`config.mk`:
```
export PLATFORM = sky130hd
export DESIGN_NAME = cpr_ctrl
export DESIGN_NICKNAME = d
export VERILOG_FILES = /design/src/cpr_pkg.sv /design/src/cpr_ctrl.sv
export SDC_FILE = /design/constraint.sdc
export NUM_CORES = 1
export LEC_CHECK = 0
export ABC_AREA = 1
export BUFFER_PORTS_ARGS = -buffer_cell sky130_fd_sc_hd__buf_2
export CORE_AREA = 2 2 39 41
export CTS_BUF_LIST = sky130_fd_sc_hd__clkbuf_8
export DETAILED_ROUTE_END_ITERATION = 16
export DIE_AREA = 0 0 41 43
export PLACE_DENSITY_LB_ADDON = 0.1
export SLEW_MARGIN = 20
export SYNTH_ARGS = -nofsm -noshare
export SYNTH_HDL_FRONTEND = slang
export SYNTH_SLANG_ARGS = --single-unit
```
`constraint.sdc`:
```
create_clock -name clk -period 1.6 [get_ports clk]
set_clock_uncertainty 0.15 [all_clocks]
set_input_delay 0.08 -clock clk [delete_from_list [all_inputs] [get_ports clk]]
set_output_delay 0.08 -clock clk [all_outputs]
set_load 0.01 [all_outputs]
```
`src/cpr_pkg.sv`:
```
// Package for the clock page replacement block.
// Holds the transaction structs, memory entry layout, register indexes and the
// controller/datapath command and status structs. No dependencies.
package cpr_pkg;

    localparam int PAGE_W      = 22;
    localparam int ADDR_W      = 32;
    localparam int CNT_W32     = 32;
    localparam int CFG_IDX_W   = 4;
    localparam int CFG_DATA_W  = 9;
    localparam int SHIFT_W     = 5;
    localparam int FCOUNT_W    = 9;
    localparam int FRAME_OUT_W = 8;

    localparam logic [SHIFT_W-1:0]  SHIFT_MIN         = 5'd10;
    localparam logic [SHIFT_W-1:0]  PAGE_SHIFT_RESET  = 5'd13;
    localparam logic [FCOUNT_W-1:0] FRAME_COUNT_RESET = 9'd128;

    localparam logic [CFG_IDX_W-1:0] CFG_PAGE_SHIFT  = 4'd0;
    localparam logic [CFG_IDX_W-1:0] CFG_FRAME_COUNT = 4'd1;

    typedef struct packed {
        logic [ADDR_W-1:0] address;
        logic              is_write;
    } req_t;

    typedef struct packed {
        logic                   fault;
        logic                   dirty_evict;
        logic [FRAME_OUT_W-1:0] frame_index;
        logic [CNT_W32-1:0]     fault_count;
        logic [CNT_W32-1:0]     dirty_count;
    } res_t;

    typedef struct packed {
        logic [PAGE_W-1:0] page;
        logic              ref_bit;
        logic              mod_bit;
    } entry_t;

    typedef struct packed {
        logic load;
        logic search;
        logic miss;
        logic sweep_rd;
        logic sweep_chk;
    } cmd_t;

    typedef struct packed {
        logic match;
        logic search_miss;
        logic free_frame;
        logic ref_set;
    } status_t;

endpackage

```
`src/cpr_ctrl.sv`:
```
// Controller state machine of the clock page replacement block.
// Sequences search, fill and clock sweep through commands to cpr_datapath.
// Depends on cpr_pkg.
module cpr_ctrl (
    input  logic             clk,
    input  logic             rst_n,
    input  logic             start,
    output logic             busy,
    output logic             result_valid,
    output cpr_pkg::cmd_t    cmd,
    input  cpr_pkg::status_t status
);

    typedef enum logic [5:0] {
        ST_IDLE      = 6'b000001,
        ST_SEARCH    = 6'b000010,
        ST_MISS      = 6'b000100,
        ST_SWEEP_RD  = 6'b001000,
        ST_SWEEP_CHK = 6'b010000,
        ST_DONE      = 6'b100000
    } state_t;

    state_t state_reg;
    state_t state_next;

    always_comb
    begin
        state_next = state_reg;
        cmd        = '0;
        unique case (state_reg)
            ST_IDLE:
            begin
                if (start)
                begin
                    cmd.load   = 1'b1;
                    state_next = ST_SEARCH;
                end
            end
            ST_SEARCH:
            begin
                cmd.search = 1'b1;
                if (status.match)
                    state_next = ST_DONE;
                else if (status.search_miss)
                    state_next = ST_MISS;
            end
            ST_MISS:
            begin
                cmd.miss   = 1'b1;
                state_next = status.free_frame ? ST_DONE : ST_SWEEP_RD;
            end
            ST_SWEEP_RD:
            begin
                cmd.sweep_rd = 1'b1;
                state_next   = ST_SWEEP_CHK;
            end
            ST_SWEEP_CHK:
            begin
                cmd.sweep_chk = 1'b1;
                state_next    = status.ref_set ? ST_SWEEP_RD : ST_DONE;
            end
            ST_DONE:
            begin
                state_next = ST_IDLE;
            end
            default:
            begin
                state_next = ST_IDLE;
            end
        endcase
    end

    always_ff @(posedge clk or negedge rst_n)
    begin
        if (!rst_n)
            state_reg <= ST_IDLE;
        else
            state_reg <= state_next;
    end

    assign busy         = state_reg != ST_IDLE;
    assign result_valid = state_reg == ST_DONE;

endmodule

```
==> results of run 1 <==
==> power by group through the flow <==
stage          logic [W]  registers [W]  clock network (W)
4_1_cts         0.000266       0.000226           0.000237
6_report        0.000288       0.000226           0.000229
3_3_place_gp    0.000262       0.000228                  0
5_1_grt         0.000325       0.000231           0.000252
3_5_place_dp    0.000254       0.000228                  0
2_1_floorplan   0.000181       0.000222                  0
==> logic make-up (layout without fill, tap and decap cells) <==
kind of cell | after synthesis | count (layout) | synth area share
AOI/OAI and AO/OA | 4 | 4 | 0.06531
DFF | 6 | 6 | 0.4158
buffers and inverters | 12 | 35 | 0.1237
and+or+nand+nor | 27 | 27 | 0.3952
==> worst max-delay path by stage <==
stage,slack [ps],to,from,depth (start not counted)
after floorplan,350,state_reg[2],state_reg[0],5
after global placement,310,state_reg[2],state_reg[0],5
after detailed placement,340,state_reg[2],state_reg[0],5
after CTS,90,cmd[4],state_reg[0],5
after global routing,1,cmd[4],state_reg[0],5
final,100,cmd[4],state_reg[0],5
==> metal layers <==
metal | up-vias | wire, um | track usage
li1 | 197 | - | -
met1 | 163 | 349 | 0.1115
met2 | 9 | 369 | 0.1719
met3 | 2 | 27 | 0.03141
met4 | 0 | 20 | 0.1200
met5 | - | 0 | 0
==> tightest hold or removal path, stage by stage <==
cell     delay (ps)
buf_2            70
nor2_1           30
nand4_1          90
o21ai_1          60
==> cells in the final DEF, fill, tap and decap left out, drive strengths merged <==
| master | instances |
|---|---|
| clkbuf | 3 |
| inv | 13 |
| nand4 | 1 |
| nor2 | 13 |
| dfrtp | 5 |
| dfstp | 1 |
| or2 | 1 |
| dlygate4sd3 | 5 |
| o22ai | 1 |
| buf | 14 |
| nand2 | 4 |
| o21ai | 2 |
| o21bai | 1 |
| nand3 | 8 |
==> final cells by class <==
| type | instances | area share |
|---|---|---|
| clock buffers | 3 | 0.07483 |
| well taps | 16 | 0.03628 |
| inverters | 12 | 0.08163 |
| flip-flops and latches | 6 | 0.2744 |
| multi-input cells | 31 | 0.3039 |
| repair buffers | 19 | 0.2222 |
| clock inverters | 1 | 0.006803 |
==> per-stage QoR <==
| step | total power [W] | hold slack, ps |
|---|---|---|
| floorplan | 0.0004036 | -365.6 |
| global placement | 0.0004902 | -236.8 |
| detailed placement | 0.0004819 | -238.7 |
| CTS | 0.0007281 | 23.83 |
| global route | 0.0008082 | 48.04 |
| finish | 0.0007436 | 19.46 |
==> what timing repair did <==
item | in CTS | in global routing
setup buffers | 0 | 1
endpoints found under the setup margin | 0 | 1
hold endpoints to repair | 11 | 0
hold buffers | 5 | 0
==> results.ini, run 1 <==
[placed_design]
dpl.cell_count=78
postPlaceCellArea_um2=449.2
io_buffers=13
gp_congestion=0.7249
hpwl_um=593.3
pre_cts_ws_ps=339.0

[die]
die_height_um=43
ioPinCount=14
die_w_um=41
initial_core_util=0.2631
core-area_um2=1384
die_area_um2=1763
rows=14

[setup_path]
worstPathMaxFanout=6
critPathCaptureType=primary output
r2r_end=state_reg[2]
cp_top_family=flip-flops
start_kind=register
crit_top_cell=nor2_1
arrival_ps=1270
rr_startpoint=state_reg[0]
reg2reg_slack_ps=210
slowest_delay_ps=540
crit_buf_inv=2
path_cells=inv_1 -> nor2_1 -> nand3_2 -> nor2_1 -> buf_2
ff2ff_path_depth=6
required_ps=1370
crit_slowest_cell=dfstp_2
critPathKind=reg -> out

[power_and_ir_drop]
worst_ir_drop_vdd_mv=0.5578
pwr-share-clk=0.309
p_int_w=0.0004872
power_switching_w=0.0002564
switching_share=0.3449
powerDensity_nw_per_um2=1348
p_leak_nw=0.3367
seqPwrFrac=0.304
p_comb_frac=0.388

[synthesis]
synthCells=49
syn_area_per_cell_um2=7.431
yosys_warnings=0
yosysMostFrequentCell=inv_1
syn_nets=56
synth-seq-cells=6
synth_area_leaders=dfrtp_1, inv_1, nor2_1, nand3_1, dfstp_2
yosysSeqAreaShare=0.4158
synthArstFlopShare=1.000
ys_types=15
synth_top_area_cell=dfrtp_1
synth_edf_count=0
synth_commonest_cells=inv_1, nor2_1, nand3_1, dfrtp_1, nand2_1
synth_area_um2=364.1
synth_top_area_frac=0.3436
synth-main-ff-cell=dfrtp_1

[sta]
worst_slack_ps=102.2
setup_viol=0
finalCritPeriodShare=0.9362
fmax_mhz=667.6
rsz0062_at_grt=false
maxSlewHeadroom=0.8356
tightest_slew_ps=245.6
min_period_ps=1498
drv_slew=0
timing.setup.tns_ps=0
hold_violations=0

[global_routing]
grt_start_max_net_pins=7
antenna_found_initial=0
gr-total-overflow=0
grt_pass1_wl_um=1255
grt_usage=0.1141
grt_pass1_vias=347

[route]
avgViaCountPerCell=4.216
routed_wl_um=766
vias=371
wl_per_cell_um=8.705
drtPass1Iterations=4
drt_iter0_markers=2
drc_errors=0
antenna_left=0

[layout]
drive_gt1_frac=0.3333
layout.cells.non_filler=88
largest_reg_flops=6
utilization=0.3987
design_area_um2=551.8
synthToLayoutAreaGrowth_pct=51.55
fillCellCount=148
seq_area_um2=151.4
multi_input_area_um2=167.7
num_antenna_cells=0
nNetsFinal=80

[worst_hold_path]
min_to=state_reg[1]
hold_depth=4
worstHoldPathType=in -> reg
holdCritStartpoint=status[2]

[clocking]
clock_path_buffers=2
clk_pin_slew_ps=30
clock-sinks=6
clock-root-buffer=clkbuf_8
cts_buffers=3
cts_tree=done
htreeDepth=1
clock_latency_ps=220
cts_resized=0

[job]
cap_viol_max_count=0

[outcome]
status=completed

Note: power is estimated with default switching activity, not from simulation.
==> inputs of run 2 (changes only) <==
==> constraint.sdc (replaced) <==
create_clock -name clk -period 1.6 [get_ports clk]
set_clock_uncertainty 0.15 [all_clocks]
set_input_delay 0 -clock clk [delete_from_list [all_inputs] [get_ports clk]]
set_output_delay 0 -clock clk [all_outputs]
set_load 0.01 [all_outputs]
==> results.ini, run 2 (synthesis gave the netlist of run 1 again) <==
[setup_path]
critPathCaptureType=primary output
ff2ff_path_depth=5
startpoint=state_reg[0]
reg2reg_slack_ps=320
start_kind=register
endpoint=cmd[4]
arrival_ps=1270
worstPathMaxFanout=6
rr_startpoint=state_reg[0]
slowest_delay_ps=540
r2r_end=state_reg[2]
required_ps=1450
crit_top_cell=nor2_1
crit_slowest_cell=dfstp_2
path_cells=inv_1 -> nor2_1 -> nand3_2 -> nor2_1 -> buf_2
critPathKind=reg -> out

[sta]
setup_viol=0
finalCritPeriodShare=0.8851
min_period_ps=1416
hold_violations=0
rsz0062_at_grt=false
fmax_mhz=706.2
tightest_slew_ps=248.4
drv_slew=0
timing.setup.tns_ps=0
maxSlewHeadroom=0.8338

[placed_design]
postPlaceCellArea_um2=449.2
io_buffers=13
gp_congestion=0.7027
hpwl_um=636.1

[clocking]
hold_buffers=7
clock-root-buffer=clkbuf_8
clock_latency_ps=220
cts_setup_buffers=0
clock_path_buffers=2
clock-sinks=6
clk_pin_slew_ps=30
cts_tree=done
htreeDepth=1
cts_resized=0
cts_buffers=3

[route]
drt_iter0_markers=12
avgViaCountPerCell=4.360
wl_per_cell_um=9.742
vias=388
drc_errors=0
drtPass1Iterations=3
antenna_left=0
routed_wl_um=867

[layout]
num_antenna_cells=0
drive_gt1_frac=0.3151
synthToLayoutAreaGrowth_pct=54.98
largest_reg_flops=6
design_area_um2=564.3
final_cell_mix=buf_2, inv_1, nor2_1
nNetsFinal=81
layout_commonest_cell=buf_2

[die]
die_area_um2=1763
core-area_um2=1384
die_w_um=41
rows=14
die_height_um=43
initial_core_util=0.2631
ioPinCount=14

[power_and_ir_drop]
powerDensity_nw_per_um2=1284
p_leak_nw=0.3403
worst_ir_drop_vdd_mv=0.6289

[global_routing]
grt_pass1_vias=404
grt_pass1_wl_um=1566
antenna_found_initial=0
gr-total-overflow=0
grt_start_max_net_pins=7
grt_usage=0.1372

[job]
cap_viol_max_count=0

[outcome]
status=completed

[worst_hold_path]
worstHoldPathType=in -> async

[run 2: worst min-delay path by stage]
stage | from | endpoint | slack [ps]
after floorplan | rst_n | state_reg[1] | -450
final | rst_n | state_reg[0] | 100
after global placement | rst_n | state_reg[4] | -310
after CTS | rst_n | state_reg[0] | 100
after global routing | rst_n | state_reg[0] | 130
after detailed placement | rst_n | state_reg[1] | -320
[run 2: through the flow]
stage	std cells	power, W	setup WS, ps	util	hold WS, ps
2_1_floorplan	49	0.0004036	352.0	-	-445.6
3_3_place_gp	78	0.0004912	307.2	0.3246	-313.9
3_5_place_dp	78	0.0004834	318.7	0.3246	-317.5
4_1_cts	89	0.0007354	169.7	0.4078	102.0
5_1_grt	89	0.0007914	77.29	0.4078	134.3
6_report	89	0.0007245	183.9	0.4078	102.5
[run 2: critical path: cells and delay by family (launching register included)]
family | cells | cell delay [ps]
buffers and inverters | 2 | 170
and+or+nand+nor | 3 | 340
DFF | 1 | 540
[run 2: where the power goes]
group	internal [W]	switching, W
logic	0.000109	0.000159
clock network	0.000165	0.0000661
registers	0.000196	0.0000301
total	0.000469	0.000255
[run 2: per-layer routing]
layer / share of wire / routed length, um / GRT usage / vias to the layer above
li1: - / - / - / 201
met1: 0.41 / 359 / 0.1569 / 172
met2: 0.50 / 437 / 0.2000 / 11
met3: 0.045 / 39 / 0.03141 / 4
met4: 0.035 / 30 / 0.1200 / 0
met5: 0 / 0 / 0 / -
[run 2: area by class of cell]
| type | count | area (um^2) |
|---|---|---|
| clock inverter | 1 | 3.754 |
| timing repair buffer | 20 | 135.1 |
| sequential | 6 | 151.4 |
| inverter | 12 | 45.04 |
| multi-input combinational | 31 | 167.7 |
| tap | 16 | 20.02 |
| clock buffer | 3 | 41.29 |
| fill | 160 | 819.5 |
==> inputs of run 3 (changes only) <==
- clock period: 1.6 -> 1.3 ns (I/O delays scaled with it)
==> results.ini, run 3 (synthesis gave the netlist of run 1 again) <==
[route]
vias=396
routed_wl_um=926
wl_per_cell_um=10.07
drt_iter0_markers=1
drc_errors=0
avgViaCountPerCell=4.304
drtPass1Iterations=3
antenna_left=0

[layout]
layout.cells.non_filler=92
drive_gt1_frac=0.4342
synthToLayoutAreaGrowth_pct=74.91
num_antenna_cells=0
fillCellCount=139
final_cell_mix=buf_2, inv_1, nor2_1, dlygate4sd3_1
seq_area_um2=151.4
largest_reg_flops=6
nNetsFinal=84
layout_commonest_cell=buf_2
multi_input_area_um2=201.4

[setup_path]
critPathCaptureType=primary output
start_kind=register
critPathKind=reg -> out
required_ps=1150
arrival_ps=1250
worstPathMaxFanout=4

[clocking]
cts_buffers=3
clock_path_buffers=2
clock_latency_ps=230
clock-sinks=6
clk_pin_slew_ps=30
clock-root-buffer=clkbuf_8
htreeDepth=1
cts_tree=done

[sta]
rsz0062_at_grt=true
drv_slew=0
min_period_ps=1399
setup_viol=9
fmax_mhz=714.9
maxSlewHeadroom=0.8369
hold_violations=0
worst_slack_ps=-98.82
finalCritPeriodShare=1.076
tightest_slew_ps=243.8

[die]
initial_core_util=0.2631
die_height_um=43
die_w_um=41
die_area_um2=1763
ioPinCount=14
core-area_um2=1384
rows=14

[power_and_ir_drop]
p_leak_nw=0.3587
p_int_w=0.0007118
worst_ir_drop_vdd_mv=0.8834
switching_share=0.3649
p_comb_frac=0.479
power_switching_w=0.0004089
powerDensity_nw_per_um2=1760
seqPwrFrac=0.261
pwr-share-clk=0.260
power.total_w=0.001121

[global_routing]
grt_usage=0.1362
grt_start_max_net_pins=6
grt_pass1_wl_um=1524
gr-total-overflow=0
grt_pass1_vias=372
antenna_found_initial=0

[outcome]
violations=negative setup slack
status=finished with violations

[placed_design]
io_buffers=13
gp_congestion=0.6870
dpl.cell_count=78
hpwl_um=630.7
pre_cts_ws_ps=18.03

[job]
cap_viol_max_count=0

[worst_hold_path]
worstHoldPathType=in -> async

[run 3: cell count changes in the layout (fill, tap and decap cells not counted), moves of 2 or more]
cell    previous run  this run
buf_6              0         3
buf_2             13        11
nor2_4             2         4
buf_4              0         2
nor2_1            10         7
inv_1             12        10
inv_2              1         3
[run 3: worst paths after layout]
check,start,end,slack (ps),cells past startpoint
worst max-delay path,state_reg[0],cmd[4],-100,5
worst min-delay path,rst_n,state_reg[0],100,2
worst max register to register,state_reg[0],state_reg[2],-50,6
worst min register to register,state_reg[1],state_reg[1],490,3
max in group asynchronous,rst_n,state_reg[4],240,3
min in group clk,status[1],state_reg[3],370,3
[run 3: layout make-up]
| cell class | instances | share of cell area |
|---|---|---|
| clock inverter | 1 | 0.005894 |
| inverter | 12 | 0.07073 |
| multi-input combinational | 31 | 0.3163 |
| timing repair buffer | 23 | 0.2731 |
| tap | 16 | 0.03143 |
| sequential | 6 | 0.2377 |
| clock buffer | 3 | 0.06483 |
[run 3: critical path, stage by stage, from the launching register on]
cell and delay [ps]:
dfstp_2 550, inv_2 50, nor2_4 100, nand3_4 100, nor2_1 110, buf_2 130
[run 3: layer usage]
metal,vias up,share of wire,global-route usage
li1,205,-,-
met1,174,0.42,0.1634
met2,12,0.49,0.1813
met3,5,0.033,0.03141
met4,0,0.052,0.1400
met5,-,0,0
[run 3: stage by stage]
| stage | hold slack, ps | utilization | cell area, um^2 | setup TNS [ps] |
|---|---|---|---|---|
| final | 100.9 | 0.4602 | 636.9 | -466.0 |
| after global placement | -313.9 | 0.3246 | 449.2 | 0 |
| after floorplan | -445.6 | - | 364.1 | 0 |
| after CTS | 101.9 | 0.4250 | 588.1 | -454.9 |
| after global routing | 135.3 | 0.4602 | 636.9 | -1117 |
| after detailed placement | -317.3 | 0.3246 | 449.2 | 0 |
[run 3: what timing repair did]
action	4_1_cts	5_1_grt
setup buffers	2	1
endpoints found under the hold margin	11	0
pin swaps	1	3
hold buffers	7	0
setup endpoints to repair	7	10
gates resized for setup	3	10
[run 3: power by group through the flow]
stage | logic (W) | registers (W) | clock network (W)
2_1_floorplan | 0.000223 | 0.000274 | 0
3_3_place_gp | 0.000324 | 0.000281 | 0
3_5_place_dp | 0.000317 | 0.000280 | 0
4_1_cts | 0.000417 | 0.000283 | 0.000294
5_1_grt | 0.000589 | 0.000299 | 0.000306
6_report | 0.000536 | 0.000293 | 0.000291
